`src/design/assert_macros.svh`:
```
// assertion helpers used by the top-level design file
`ifndef ASSERT_MACROS_SVH
`define ASSERT_MACROS_SVH

// same-cycle implication, checked at every rising clock edge outside reset
`define PCVF_ASSERT_NOW(lbl, clk, rst, ante, cons, msg) \
   lbl: assert property (@(posedge clk) disable iff (rst) (ante) |-> (cons)) else $error(msg);

// next-cycle implication, checked at every rising clock edge outside reset
`define PCVF_ASSERT_NEXT(lbl, clk, rst, ante, cons, msg) \
   lbl: assert property (@(posedge clk) disable iff (rst) (ante) |=> (cons)) else $error(msg);

`endif

```
`src/design/pcvf_pkg.sv`:
```
`timescale 1ns / 1ps
// ---------------------------------------------------------------------------
// pcvf_pkg
// Shared widths, codes, command and status types of the collision fix unit.
// ---------------------------------------------------------------------------
package pcvf_pkg;

   localparam int XLEN      = 32;
   localparam int FRAC_BITS = 16;
   localparam int DIMS      = 3;
   localparam int AXES      = 3;
   localparam int CMP_W     = (DIMS > 1) ? $clog2(DIMS) : 1;

   // stream payload widths
   localparam int DATA_W    = 2 * AXES * XLEN;
   localparam int IN_USER_W = 3;

   // configuration port
   localparam int CSR_AW    = 2;
   localparam int CSR_DW    = 31;
   localparam int CDS_W     = 31;
   localparam int RST_W     = 17;
   localparam int TS_W      = 17;
   localparam int MDS_W     = 16;

   // datapath widths
   localparam int DR_W      = XLEN + 1;
   localparam int MAG_W     = XLEN;
   localparam int ACC_W     = 64;
   localparam int R2_W      = CDS_W;
   localparam int NDR_W     = 25;
   localparam int DRM_W     = NDR_W - 1;
   localparam int PROD_W    = DR_W + NDR_W;
   localparam int DOT_W     = 60;
   localparam int QUO_W     = DOT_W - 1;
   localparam int QLO_W     = 30;
   localparam int QHI_W     = QUO_W - QLO_W;
   localparam int K_W       = 18;
   localparam int SK_W      = QUO_W + K_W;
   localparam int G_W       = 35;
   localparam int DELTA_W   = G_W + DRM_W - FRAC_BITS;
   localparam int STEP_W    = DR_W + TS_W - FRAC_BITS;
   localparam int QCNT_W    = $clog2(QUO_W + 1);

   localparam logic [G_W-1:0] G_MAX = {G_W{1'b1}};

   // particle kinds
   localparam logic [1:0] PT_FLUID = 2'd0;
   localparam logic [1:0] PT_GHOST = 2'd2;

   // item kind
   localparam logic OP_CENTRE = 1'b0;

   typedef enum logic [CSR_AW-1:0] {
      CSR_COLL_DIST_SQ,
      CSR_RESTITUTION,
      CSR_TIME_STEP,
      CSR_MIN_DIST_SQ
   } csr_index_type;

   typedef enum logic [4:0] {
      DP_NONE, DP_CENTRE, DP_DR, DP_SQ, DP_SUM, DP_TEST, DP_DMUL, DP_DADD,
      DP_DIV, DP_GLO, DP_GHI, DP_GCAP, DP_UMUL, DP_UADD, DP_FDIF, DP_FMUL,
      DP_FADD, DP_OUT
   } dp_op_type;

   typedef struct packed {
      logic             load;
      dp_op_type        op;
      logic [CMP_W-1:0] comp;
   } dp_cmd_type;

   typedef struct packed {
      logic is_centre;
      logic last;
      logic apply;
      logic dist_ok;
      logic dot_pos;
      logic div_done;
   } dp_status_type;

   // saturate to 32 bits signed, top bit flags saturation
   function automatic logic [XLEN:0] sat32(input logic signed [63:0] v);
      logic [XLEN:0] r;
      if (v > 64'sd2147483647) r = {1'b1, 32'h7fff_ffff};
      else if (v < -64'sd2147483648) r = {1'b1, 32'h8000_0000};
      else r = {1'b0, v[XLEN-1:0]};
      return r;
   endfunction

endpackage

```
`src/design/pcvf_ctrl.sv`:
```
`timescale 1ns / 1ps
// ---------------------------------------------------------------------------
// pcvf_ctrl
// Sequencer that steps the datapath through one item and owns the handshakes.
// ---------------------------------------------------------------------------
module pcvf_ctrl (
   input  logic                     clock,
   input  logic                     reset,
   input  logic                     req_tvalid,
   output logic                     req_tready,
   output logic                     rsp_tvalid,
   input  logic                     rsp_tready,
   input  pcvf_pkg::dp_status_type  status,
   output pcvf_pkg::dp_cmd_type     cmd
);
   import pcvf_pkg::*;

   typedef enum logic [4:0] {
      ST_IDLE, ST_DECIDE, ST_SQ, ST_SUM, ST_TEST, ST_DMUL, ST_DADD, ST_DCHK,
      ST_DIV, ST_GLO, ST_GHI, ST_GCAP, ST_UMUL, ST_UADD, ST_FDIF, ST_FMUL,
      ST_FADD, ST_OUT
   } state_type;

   state_type        state_ff;
   logic [CMP_W-1:0] comp_ff;
   logic             rvalid_ff;
   state_type        fin_state;
   logic             comp_end;
   logic             out_free;

   always_comb begin
      fin_state = status.last ? ST_FDIF : ST_IDLE;
      comp_end  = (comp_ff == CMP_W'(DIMS - 1));
      out_free  = !rvalid_ff || rsp_tready;
   end

   // command decode
   always_comb begin
      cmd.load = (state_ff == ST_IDLE) && req_tvalid;
      cmd.comp = comp_ff;
      unique case (state_ff)
         ST_DECIDE: cmd.op = status.is_centre ? DP_CENTRE : DP_DR;
         ST_SQ:     cmd.op = DP_SQ;
         ST_SUM:    cmd.op = DP_SUM;
         ST_TEST:   cmd.op = DP_TEST;
         ST_DMUL:   cmd.op = DP_DMUL;
         ST_DADD:   cmd.op = DP_DADD;
         ST_DCHK:   cmd.op = status.dot_pos ? DP_DIV : DP_NONE;
         ST_GLO:    cmd.op = DP_GLO;
         ST_GHI:    cmd.op = DP_GHI;
         ST_GCAP:   cmd.op = DP_GCAP;
         ST_UMUL:   cmd.op = DP_UMUL;
         ST_UADD:   cmd.op = DP_UADD;
         ST_FDIF:   cmd.op = DP_FDIF;
         ST_FMUL:   cmd.op = DP_FMUL;
         ST_FADD:   cmd.op = DP_FADD;
         ST_OUT:    cmd.op = out_free ? DP_OUT : DP_NONE;
         default:   cmd.op = DP_NONE;
      endcase
   end

   // state, component counter and result valid
   always_ff @(posedge clock) begin
      if (reset) begin
         state_ff  <= ST_IDLE;
         comp_ff   <= '0;
         rvalid_ff <= 1'b0;
      end else begin
         if ((state_ff == ST_OUT) && out_free) rvalid_ff <= 1'b1;
         else if (rsp_tready) rvalid_ff <= 1'b0;
         unique case (state_ff)
            ST_IDLE: if (req_tvalid) state_ff <= ST_DECIDE;
            ST_DECIDE: begin
               comp_ff <= '0;
               if (status.is_centre || !status.apply) state_ff <= fin_state;
               else state_ff <= ST_SQ;
            end
            ST_SQ: state_ff <= ST_SUM;
            ST_SUM: begin
               if (comp_end) begin
                  comp_ff  <= '0;
                  state_ff <= ST_TEST;
               end else begin
                  comp_ff  <= comp_ff + 1'b1;
                  state_ff <= ST_SQ;
               end
            end
            ST_TEST: state_ff <= status.dist_ok ? ST_DMUL : fin_state;
            ST_DMUL: state_ff <= ST_DADD;
            ST_DADD: begin
               if (comp_end) begin
                  comp_ff  <= '0;
                  state_ff <= ST_DCHK;
               end else begin
                  comp_ff  <= comp_ff + 1'b1;
                  state_ff <= ST_DMUL;
               end
            end
            ST_DCHK: state_ff <= status.dot_pos ? ST_DIV : fin_state;
            ST_DIV:  if (status.div_done) state_ff <= ST_GLO;
            ST_GLO:  state_ff <= ST_GHI;
            ST_GHI:  state_ff <= ST_GCAP;
            ST_GCAP: state_ff <= ST_UMUL;
            ST_UMUL: state_ff <= ST_UADD;
            ST_UADD: begin
               if (comp_end) begin
                  comp_ff  <= '0;
                  state_ff <= fin_state;
               end else begin
                  comp_ff  <= comp_ff + 1'b1;
                  state_ff <= ST_UMUL;
               end
            end
            ST_FDIF: begin
               comp_ff  <= '0;
               state_ff <= ST_FMUL;
            end
            ST_FMUL: state_ff <= ST_FADD;
            ST_FADD: begin
               if (comp_end) begin
                  comp_ff  <= '0;
                  state_ff <= ST_OUT;
               end else begin
                  comp_ff  <= comp_ff + 1'b1;
                  state_ff <= ST_FMUL;
               end
            end
            ST_OUT: begin
               if (out_free) state_ff <= ST_IDLE;
            end
            default: state_ff <= ST_IDLE;
         endcase
      end
   end

   assign req_tready = (state_ff == ST_IDLE);
   assign rsp_tvalid = rvalid_ff;

endmodule

```
`config.mk`:
```
export PLATFORM = sky130hd
export DESIGN_NAME = pcvf_ctrl
export DESIGN_NICKNAME = d
export VERILOG_FILES = /design/src/design/assert_macros.svh /design/src/design/pcvf_pkg.sv /design/src/design/pcvf_ctrl.sv
export SDC_FILE = /design/constraint.sdc
export NUM_CORES = 1
export LEC_CHECK = 0
export ABC_CLOCK_PERIOD_IN_PS = 2100
export BUFFER_PORTS_ARGS = -buffer_cell sky130_fd_sc_hd__buf_2
export CELL_PAD_IN_SITES_DETAIL_PLACEMENT = 1
export CELL_PAD_IN_SITES_GLOBAL_PLACEMENT = 2
export CORE_ASPECT_RATIO = 0.75
export CORE_UTILIZATION = 29
export DETAILED_ROUTE_END_ITERATION = 10
export PLACE_DENSITY = 0.8
export SLEW_MARGIN = 5
export SYNTH_ARGS = -nofsm -noshare
export SYNTH_HDL_FRONTEND = slang
export SYNTH_SLANG_ARGS = --single-unit
```
`constraint.sdc`:
```
create_clock -name clock -period 2.1 [get_ports clock]
set_clock_uncertainty 0.2 [all_clocks]
set_input_delay 0 -clock clock [delete_from_list [all_inputs] [get_ports clock]]
set_output_delay 0 -clock clock [all_outputs]
set_load 0.05 [all_outputs]
```
== Word level (Yosys, flattened, before mapping) ==
Cells that the tools add are included.
Cells by class
  add/subtract/negate cells: 1
  equality and inequality tests: 21
  multiplexer cells: 20
  reduce and logical (&&, ||, !) cells: 12
Operators with widths (count)
  case mux 5 bit (18 select lines): 1
  case mux 5 bit (16 select lines): 1
  == test 5 x 4 -> 1 bit (second input constant): 8
  2-to-1 mux 5 bit: 5
  2-to-1 mux 4 bit: 6
  == test 5 x 3 -> 1 bit (second input constant): 4
  == test 5 x 2 -> 1 bit (second input constant): 2
  == test 5 bit (second input constant): 2
  2-to-1 mux 2 bit: 3
  inequality test 2 bit (second input constant): 3
  == test 5 x 1 -> 1 bit (second input constant): 1
  logical NOT 5 bit: 1
  case mux 2 bit (2 select lines): 1
  nonzero test 2 bit: 2
  OR reduction 4 bit: 1
  2-to-1 mux 3 bit: 1
  AND reduction 3 bit: 1
  adder 2 x 1 -> 2 bit (second input constant): 1
  == test 2 bit (second input constant): 1
  logical AND 1 bit: 2
  logical NOT 1 bit: 2
  logical OR 1 bit: 2
  2-to-1 mux 1 bit: 2
  OR reduction 2 bit: 1
Storage, ports and cells
  register bits after elaboration: 8
  output and inout port bits: 10

== Logic depth before layout (Yosys ltp) ==
Gate-level depths: netlist of the first run.
  word-level depth: 4
  gate-level depth with buffers: 7
  depth with buffers taken out: 5

== Worst setup path after synthesis of the first run ==
OpenSTA, ideal clock, no wires.
  kind: reg-to-output
  start point: register state_ff[1]
  end point: output cmd[2] (netlist bit)
  arrival time: 1987 ps
  data required time: 1900 ps
  path slack: -87 ps
  stages on the path, launching flop included: 5
  path buffers: 1
  cells stage by stage: dfxtp_1 -> buf_2 -> nor2_2 -> a21oi_1 -> o32ai_1
RTL lines
  from (decl): RTL line pcvf_ctrl.sv:24  | state_type state_ff;
  from (signal assigned): RTL line pcvf_ctrl.sv:75  | if (status.is_centre || !status.apply) state_ff <= fin_state;
  from (signal assigned): RTL line pcvf_ctrl.sv:88  | ST_TEST: state_ff <= status.dist_ok ? ST_DMUL : fin_state;
  from (signal assigned): RTL line pcvf_ctrl.sv:99  | ST_DCHK: state_ff <= status.dot_pos ? ST_DIV : fin_state;
  to (decl): RTL line pcvf_ctrl.sv:14  | output pcvf_pkg::dp_cmd_type cmd

==> results of run 1 <==
## worst register-to-register path, stage by stage (launching register included)
cell and delay, ns:
dfxtp_1 0.59, and4bb_1 0.28, a31oi_1 0.14, o21ai_1 0.13, nor4_2 0.33, o22ai_1 0.13
## metal layers
metal  up-vias  GRT usage
li1        484          -
met1       472      0.279
met2        20      0.269
met3         2     0.0278
met4         0     0.0426
met5         -          0
## synth_stat cells (all sizes together), types with 4 or more instances
library cell  number
nor3               8
nand2              6
a21oi             15
nor2b              4
o21ai              4
nor2              13
nand2b             8
buf               10
dfxtp              8
and3               4
## cell type report
type,instances,share of cell area
sequential,8,0.153
timing repair buffer,27,0.152
inverter,1,0.00355
multi-input combinational,100,0.608
tap,38,0.0450
clock buffer,3,0.0391
## how the worst max path moves through the flow
stage / startpoint / endpoint / slack, ns / cells past startpoint
final: state_ff[3] / cmd[6] / 0.15 / 5
after global routing: state_ff[0] / state_ff[1] / 0.02 / 5
after CTS: state_ff[2] / cmd[5] / 0.08 / 5
after detailed placement: state_ff[2] / state_ff[3] / 0.17 / 5
after global placement: state_ff[2] / state_ff[1] / 0.19 / 5
after floorplan: state_ff[2] / cmd[6] / 0.14 / 6
## logic make-up after synthesis
| logic type | after synthesis | synth area share |
|---|---|---|
| and+or+nand+nor | 57 | 0.384 |
| AOI/OAI and AO/OA | 39 | 0.286 |
| buffers and inverters | 13 | 0.111 |
| DFF | 8 | 0.179 |
| xor gates and xnor gates | 3 | 0.0294 |
| muxes | 1 | 0.0112 |
## timing repair
action	CTS	global route
setup endpoints to repair	0	1
hold buffers	2	0
hold endpoints to repair	6	0
resized for setup	0	1
## per-stage QoR
stage / hold slack (ns) / util
2_1_floorplan: 0.00677 / -
6_report: 0.0381 / 0.360
5_1_grt: 0.0693 / 0.360
3_3_place_gp: 0.100 / 0.338
4_1_cts: 0.0392 / 0.359
3_5_place_dp: 0.112 / 0.338
## power by group through the flow
stage	Clock, mW	Combinational, mW	Sequential [mW]
floorplan	0	1.11	0.243
global placement	0	1.21	0.333
detailed placement	0	1.21	0.335
CTS	0.196	1.22	0.333
global route	0.204	1.31	0.353
finish	0.187	1.23	0.338
## registers in the layout (all words and copies together), names as in the netlist
| signal | count |
|---|---|
| comp_ff | 2 |
| state_ff | 5 |
| rsp_tvalid | 1 |
==> impl_metrics.env, run 1 <==
export IMPL_status="finished, final reports clean"
export IMPL_drive_above_1_share=0.273
export IMPL_post_route_period_util=0.929
export IMPL_fmax_ghz=0.513
export IMPL_synth_cell_types=43
export IMPL_antenna_cells=0
export IMPL_setup_violations=0
export IMPL_clk_path_buf_depth=2
export IMPL_root_buffer="clkbuf_8"
export IMPL_finalHoldViolCount=0
export IMPL_power_frac_seq=0.193
export IMPL_post_cts_setup_buffer_count=0
export IMPL_min_path_type="input pin to register"
export IMPL_yosys_top_cells_area="dfxtp_1, a21oi_1, buf_6"
export IMPL_clk_latency_ns=0.23
export IMPL_routed_wl_met3_um=127
export IMPL_fin_ws_ns=0.149
export IMPL_syn_to_final_growth_pct=18.2
export IMPL_path_delay_family="buffers and inverters"
export IMPL_clock_power_share=0.107
export IMPL_cts_made_buffers=3
export IMPL_ir_drop_mv=0.740
export IMPL_maxCapViolCount=0
export IMPL_synth_edf_count=0
export IMPL_synth_top_cell_area_share=0.179
export IMPL_hold_end="state_ff[0]"
export IMPL_r2r_end="state_ff[3]"
export IMPL_layout_common_cells="buf_2, a21oi_1, nor2_1, nand2b_1, dfxtp_1"
export IMPL_worstSetupEndpointType="output pin"
export IMPL_syn_nets=131
export IMPL_htree_levels=1
export IMPL_path_cells="buf_4, nor4b_2, nand2_1, o21ai_1, buf_2"
export IMPL_synth_ff_type="dfxtp_1"
export IMPL_io_pins=20
export IMPL_fillerInstances=379
export IMPL_cp_max_fo=15
export IMPL_dp_cells=172
export IMPL_power_mw=1.75
export IMPL_yosysWarnings=0
export IMPL_finalSetupTns_ns=0
export IMPL_seqCellArea_um2=161
export IMPL_pre_cts_slack_ns=0.171
export IMPL_rsz0062_at_grt="no"
export IMPL_sw_frac_of_total=0.579
export IMPL_ff2ff_path_depth=5
export IMPL_avgSynthCellArea_um2=7.38
export IMPL_wl_per_cell_um=16.1
export IMPL_syn_area_um2=893
export IMPL_holdCritStartpoint="status[0]"
export IMPL_start_util=0.304
export IMPL_grt_overflow_total=0
export IMPL_critPathLaunchType="register"
export IMPL_antenna_left=0
export IMPL_core_rowCount=17
export IMPL_yosys_area_top_type="dfxtp_1"
export IMPL_cts_tree="done"
export IMPL_powerDensity_nw_per_um2=1660
export IMPL_p_switching_mw=1.01
export IMPL_dieArea_um2=3310
export IMPL_tightestPinTransition_ns=0.538
export IMPL_stdcell_area_um2=1060
export IMPL_crit_required_ns=1.90
export IMPL_reg2reg_slack_ns=0.16
export IMPL_core_um2=2940
export IMPL_gp_congestion=0.862
export IMPL_yosysSeqAreaShare=0.179
export IMPL_synth_async_reset_ratio=0
export IMPL_place_area_um2=993
export IMPL_die_x_um=66.1
export IMPL_grt_pass1_wl_um=4620
export IMPL_min_path_cells=5
export IMPL_synth_seq_cells=8
export IMPL_drc=0
export IMPL_crit_arrival_ns=1.75
export IMPL_nets=151
export IMPL_slew_headroom=0.641
export IMPL_final_common_cell="buf_2"
export IMPL_clkSlewWorstSetupHoldPaths_ns=0.04
export IMPL_cp_slowest_cell="dfxtp_1"
export IMPL_vias_per_cell=5.53
export IMPL_final_cells=177
export IMPL_drtIter0Drc=53
export IMPL_dp_hpwl_um=2160
export IMPL_synthCells=121
export IMPL_dr_max_layer_used="met4"
export IMPL_cp_num_buf_inv=2
export IMPL_cts_sinks=8
export IMPL_multi_input_area_um2=642
export IMPL_crit_type="register to output pin"
export IMPL_critical_path_max_stage_delay_ns=0.47
export IMPL_grt_max_degree=16
export IMPL_via_count=978
export IMPL_antenna_found_initial=0
export IMPL_dr_pass1_iters=4
export IMPL_drt_wl_total_um=2840
export IMPL_track_usage=0.185
export IMPL_port_buffer_count=19
export IMPL_wl_met2_um=1230
export IMPL_grt_pass1_vias=931
export IMPL_wl_met1_um=1470
export IMPL_p_leak_nw=0.430
export IMPL_r2r_start="state_ff[0]"
export IMPL_internal_power_mw=0.737
export IMPL_pwr_share_comb=0.700
export IMPL_slew_violations=0
export IMPL_finalCriticalPeriod_ns=1.95
export IMPL_die_y_um=50.1
Power figures use the tool's default switching activity.
==> inputs of run 2 (changes only) <==
ABC_AREA = 1   (was default)
CORE_UTILIZATION = 24   (was 29)
PLACE_DENSITY = 0.79   (was 0.8)
==> run 2 against run 1 <==
Hold slack got worse by 0.019 ns; power shrank 20%; critical path depth stayed put; maximum frequency up 0.33%; non-clock buffer count is 5 lower; critical path type unchanged; critical endpoint is now cmd[5]; largest cell class unchanged; highest routed layer unchanged.
==> impl_metrics.env, run 2 <==
export IMPL_fin_ws_ns=0.155
export IMPL_crit_arrival_ns=1.74
export IMPL_avgSynthCellArea_um2=5.13
export IMPL_synth_cell_types=16
export IMPL_synthCells=160
export IMPL_yosys_area_top_type="nand2_1"
export IMPL_port_buffer_count=19
export IMPL_top_usage_layer="met2"
export IMPL_syn_area_um2=821
export IMPL_p_leak_nw=0.580
export IMPL_dieArea_um2=3660
export IMPL_synth_async_reset_ratio=0
export IMPL_cts_sinks=8
export IMPL_maxCapViolCount=0
export IMPL_nets=194
export IMPL_antenna_found_initial=0
export IMPL_sw_frac_of_total=0.603
export IMPL_worstSetupEndpointType="output pin"
export IMPL_drt_wl_total_um=3070
export IMPL_vias_per_cell=5.13
export IMPL_critical_path_max_stage_delay_ns=0.45
export IMPL_clkSlewWorstSetupHoldPaths_ns=0.04
export IMPL_rsz0062_at_grt="no"
export IMPL_start_util=0.266
export IMPL_grt_max_degree=13
export IMPL_regMostFlops="state_ff"
export IMPL_multi_input_area_um2=572
export IMPL_drtIter0Drc=62
export IMPL_yosysSeqAreaShare=0.195
export IMPL_yosysWarnings=0
export IMPL_cp_num_buf_inv=2
export IMPL_setup_violations=0
export IMPL_finalCriticalPeriod_ns=1.94
export IMPL_powerDensity_nw_per_um2=1370
export IMPL_die_x_um=69.5
export IMPL_cts_tree="done"
export IMPL_grt_use_met1=0.254
export IMPL_status="finished, final reports clean"
export IMPL_cp_max_fo=6
export IMPL_gp_congestion=0.843
export IMPL_synthTopCellsByCount="nand2_1, nor2_1, nand3_1"
export IMPL_yosys_top_cells_area="nand2_1, dfxtp_1, nand3_1"
export IMPL_path_delay_family="flip-flops"
export IMPL_grt_pass1_wl_um=4960
export IMPL_drive_above_1_share=0.181
export IMPL_core_rowCount=17
export IMPL_slew_violations=0
export IMPL_synth_seq_cells=8
export IMPL_finalHoldViolCount=0
export IMPL_clock_power_share=0.130
export IMPL_crit_required_ns=1.90
export IMPL_fmax_ghz=0.514
export IMPL_clk_path_buf_depth=2
export IMPL_tightestPinTransition_ns=0.398
export IMPL_antenna_cells=0
export IMPL_via_count=1129
export IMPL_seqCellArea_um2=163
export IMPL_synth_edf_count=0
export IMPL_cts_made_buffers=3
export IMPL_slew_headroom=0.734
export IMPL_synth_ff_type="dfxtp_1"
export IMPL_internal_power_mw=0.557
export IMPL_grt_use_met2=0.275
export IMPL_io_pins=20
export IMPL_antenna_left=0
export IMPL_root_buffer="clkbuf_8"
export IMPL_core_um2=3080
export IMPL_htree_levels=1
export IMPL_clk_latency_ns=0.23
export IMPL_dr_pass1_iters=4
export IMPL_pre_cts_slack_ns=0.291
export IMPL_cp_slowest_cell="dfxtp_1"
export IMPL_synth_top_cell_area_share=0.233
export IMPL_ir_drop_mv=0.394
export IMPL_track_usage=0.175
export IMPL_syn_to_final_growth_pct=25.3
export IMPL_die_y_um=52.6
export IMPL_min_path_type="input pin to register"
export IMPL_crit_type="register to output pin"
export IMPL_dp_hpwl_um=2590
export IMPL_pwr_share_comb=0.682
export IMPL_wl_per_cell_um=14.0
export IMPL_layout_common_cells="nand2_1, nor2_1, nand3_1, inv_1, buf_2"
export IMPL_drc=0
export IMPL_p_switching_mw=0.847
export IMPL_finalSetupTns_ns=0
export IMPL_largest_reg_flops=5
export IMPL_syn_nets=170
export IMPL_yosysMostFrequentCell="nand2_1"
export IMPL_met3_usage=0.0135
export IMPL_power_frac_seq=0.188
export IMPL_final_common_cell="nand2_1"
export IMPL_grt_pass1_vias=1046
export IMPL_post_route_period_util=0.926
export IMPL_grt_overflow_total=0
export IMPL_critPathLaunchType="register"
export IMPL_path_cells="inv_1, nor2_1, nand2_1, o2111ai_1, buf_2"
export IMPL_fillerInstances=451
## run 2: what timing repair did
| item | in CTS | in global routing |
|---|---|---|
| gates resized for setup | 0 | 3 |
| hold endpoints to repair | 8 | 0 |
| setup endpoints to repair | 0 | 1 |
| hold buffers | 2 | 0 |
| buffers inserted | 0 | 0 |
## run 2: power by group through the flow
stage | clock network (mW) | logic [mW] | registers, mW
4_1_cts | 0.187 | 0.952 | 0.250
3_5_place_dp | 0 | 0.947 | 0.252
5_1_grt | 0.197 | 1.05 | 0.265
2_1_floorplan | 0 | 0.708 | 0.235
3_3_place_gp | 0 | 0.937 | 0.252
6_report | 0.183 | 0.958 | 0.264
## run 2: logic make-up after synthesis
family                 share of synthesized area
AOI/OAI and AO/OA                          0.116
DFF                                        0.195
buffers and inverters                      0.117
and+or+nand+nor                            0.572
## run 2: per-stage QoR
stage           util  hold slack [ns]  total power, mW  instances  instance area (um^2)
3_3_place_gp   0.311           0.0775             1.19        215                   960
2_1_floorplan      -          0.00864            0.944        160                   823
5_1_grt        0.333           0.0346             1.51        220                  1030
3_5_place_dp   0.311           0.0989             1.20        215                   960
6_report       0.333           0.0186             1.40        220                  1030
4_1_cts        0.331           0.0159             1.39        220                  1020
## run 2: area by class of cell
class                           count  share of cell area
Clock buffer                        3              0.0401
Inverter                           22              0.0803
Multi-Input combinational cell    127               0.556
Sequential cell                     8               0.158
Tap cell                           38              0.0462
Timing Repair Buffer               22               0.119
## run 2: layer usage
layer | up-vias | part of all wire
li1 | 563 | -
met1 | 540 | 0.54
met2 | 24 | 0.41
met3 | 2 | 0.045
met4 | 0 | 0.0029
met5 | - | 0
## run 2: path summary, 6_finish.rpt
kind | from | end | slack [ns] | cells after the start
max | state_ff[2] | cmd[5] | 0.16 | 5
min | status[1] | state_ff[3] | 0.02 | 5
max reg2reg | state_ff[4] | state_ff[2] | 0.38 | 7
min reg2reg | rsp_tvalid | rsp_tvalid | 0.32 | 2
## run 2: worst min-delay path: cells and delay by family
family | cells | cell delay, ns
buffers and inverters | 1 | 0.09
AO/OA/AOI/OAI | 2 | 0.21
AND/OR/NAND/NOR | 2 | 0.11
==> inputs of run 3 (changes only) <==
CORE_MARGIN = 1.5   (was default)
==> run 3 against run 2 <==
Non-clock buffer count is 1 lower; cell area fell by 0.24%; sequential share of layout area decreased by 0.21 points; largest cell class unchanged.
==> impl_metrics.env, run 3 (synthesized netlist as in run 2, its figures left out) <==
export IMPL_status="finished, final reports clean"
export IMPL_drt_wl_total_um=3110
export IMPL_grt_use_met1=0.258
export IMPL_met3_usage=0.0169
export IMPL_core_um2=3290
export IMPL_via_count=1096
export IMPL_slew_headroom=0.722
export IMPL_dr_pass1_iters=4
export IMPL_fmax_ghz=0.507
export IMPL_root_buffer="clkbuf_8"
export IMPL_die_y_um=53.6
export IMPL_grt_overflow_total=0
export IMPL_path_cells="nor2_2, inv_1, nor2_1, nand2_1, nand4_1, buf_2"
export IMPL_rsz0062_at_grt="no"
export IMPL_critical_path_max_stage_delay_ns=0.38
export IMPL_ir_drop_mv=0.391
export IMPL_post_route_period_util=0.940
export IMPL_layout_common_cells="nand2_1, nor2_1, nand3_1, inv_1, buf_2"
export IMPL_cp_max_fo=9
export IMPL_top_usage_layer="met2"
export IMPL_clk_path_buf_depth=2
export IMPL_track_usage=0.174
export IMPL_drtIter0Drc=43
export IMPL_cp_slowest_cell="dfxtp_1"
export IMPL_clkSlewWorstSetupHoldPaths_ns=0.04
export IMPL_regMostFlops="state_ff"
export IMPL_crit_required_ns=1.90
export IMPL_final_common_cell="nand2_1"
export IMPL_die_x_um=70.5
export IMPL_dp_hpwl_um=2610
export IMPL_min_path_type="input pin to register"
export IMPL_antenna_left=0
export IMPL_grt_pass1_wl_um=5060
export IMPL_grt_max_degree=13
export IMPL_htree_levels=1
export IMPL_finalCriticalPeriod_ns=1.97
export IMPL_tightestPinTransition_ns=0.417
export IMPL_dieArea_um2=3780
export IMPL_grt_use_met2=0.263
export IMPL_crit_type="register to output pin"
export IMPL_start_util=0.250
export IMPL_clk_latency_ns=0.23
export IMPL_syn_to_final_growth_pct=25.0
export IMPL_dp_cells=216
export IMPL_cts_sinks=8
export IMPL_drive_above_1_share=0.166
export IMPL_cp_num_buf_inv=2
export IMPL_finalHoldViolCount=0
export IMPL_powerDensity_nw_per_um2=1350
export IMPL_crit_arrival_ns=1.77
export IMPL_fin_ws_ns=0.126
export IMPL_antenna_cells=0
export IMPL_critPathLaunchType="register"
export IMPL_cts_made_buffers=3
export IMPL_p_leak_nw=0.576
export IMPL_io_pins=20
export IMPL_core_rowCount=18
export IMPL_wl_per_cell_um=14.1
export IMPL_largest_reg_flops=5
export IMPL_finalSetupTns_ns=0
export IMPL_cts_tree="done"
export IMPL_pre_cts_slack_ns=0.308
export IMPL_nets=193
export IMPL_final_cells=221
export IMPL_vias_per_cell=4.96
export IMPL_antenna_found_initial=0
export IMPL_worstSetupEndpointType="output pin"
export IMPL_gp_congestion=0.919
export IMPL_setup_violations=0
export IMPL_maxCapViolCount=0
export IMPL_drc=0
export IMPL_port_buffer_count=19
export IMPL_path_delay_family="simple AND/OR/NAND/NOR gates"
export IMPL_post_cts_setup_buffer_count=0
export IMPL_grt_pass1_vias=1061
export IMPL_slew_violations=0
==> run 3: cell count changes in the layout (fill, tap and decap cells not counted), sizes merged <==
cell  before  now
buf       20   19
==> run 3: worst paths after layout <==
path,start,end,slack (ns),depth (start not counted)
max,state_ff[3],cmd[2],0.13,6
min,status[1],state_ff[3],0.02,5
max reg2reg,state_ff[4],state_ff[2],0.34,7
min reg2reg,comp_ff[0],comp_ff[0],0.31,2
==> run 3: repair_timing <==
item	4_1_cts	5_1_grt
hold endpoints to repair	8	0
gates resized for setup	0	2
hold buffers	2	0
setup endpoints to repair	0	1
==> run 3: layer usage <==
metal	vias to the layer above	wire (um)
met1	493	1630
met3	3	230
li1	556	-
met2	44	1210
met4	0	28
met5	-	0
==> run 3: area by class of cell <==
cell class,instances,area [um^2]
clock buffers,3,41.3
fillers,454,2260
inverters,22,82.6
multi-input cells,127,577
flip-flops and latches,8,160
well taps,40,50.0
repair buffers,21,115
==> run 3: through the flow <==
stage / power (mW) / hold slack, ns / area, um^2 / utilization
floorplan: 0.944 / 0.00864 / 823 / -
global placement: 1.17 / 0.0824 / 955 / 0.290
detailed placement: 1.18 / 0.0873 / 955 / 0.290
CTS: 1.38 / 0.0292 / 1020 / 0.309
global route: 1.50 / 0.0710 / 1030 / 0.312
finish: 1.39 / 0.0227 / 1030 / 0.312
==> run 3: tightest hold or removal path, delay by kind of cell <==
family,cells,cell delay (ns)
buffers and inverters,1,0.09
AOI/OAI and AO/OA,2,0.20
and+or+nand+nor,2,0.12
==> run 3: power breakdown <==
| group | leakage, nW | internal [mW] | switching (mW) | total [mW] |
|---|---|---|---|---|
| registers | 0.0650 | 0.186 | 0.0698 | 0.256 |
| clock network | 0.0216 | 0.124 | 0.0616 | 0.186 |
| logic | 0.489 | 0.232 | 0.715 | 0.948 |
| total | 0.576 | 0.542 | 0.847 | 1.39 |
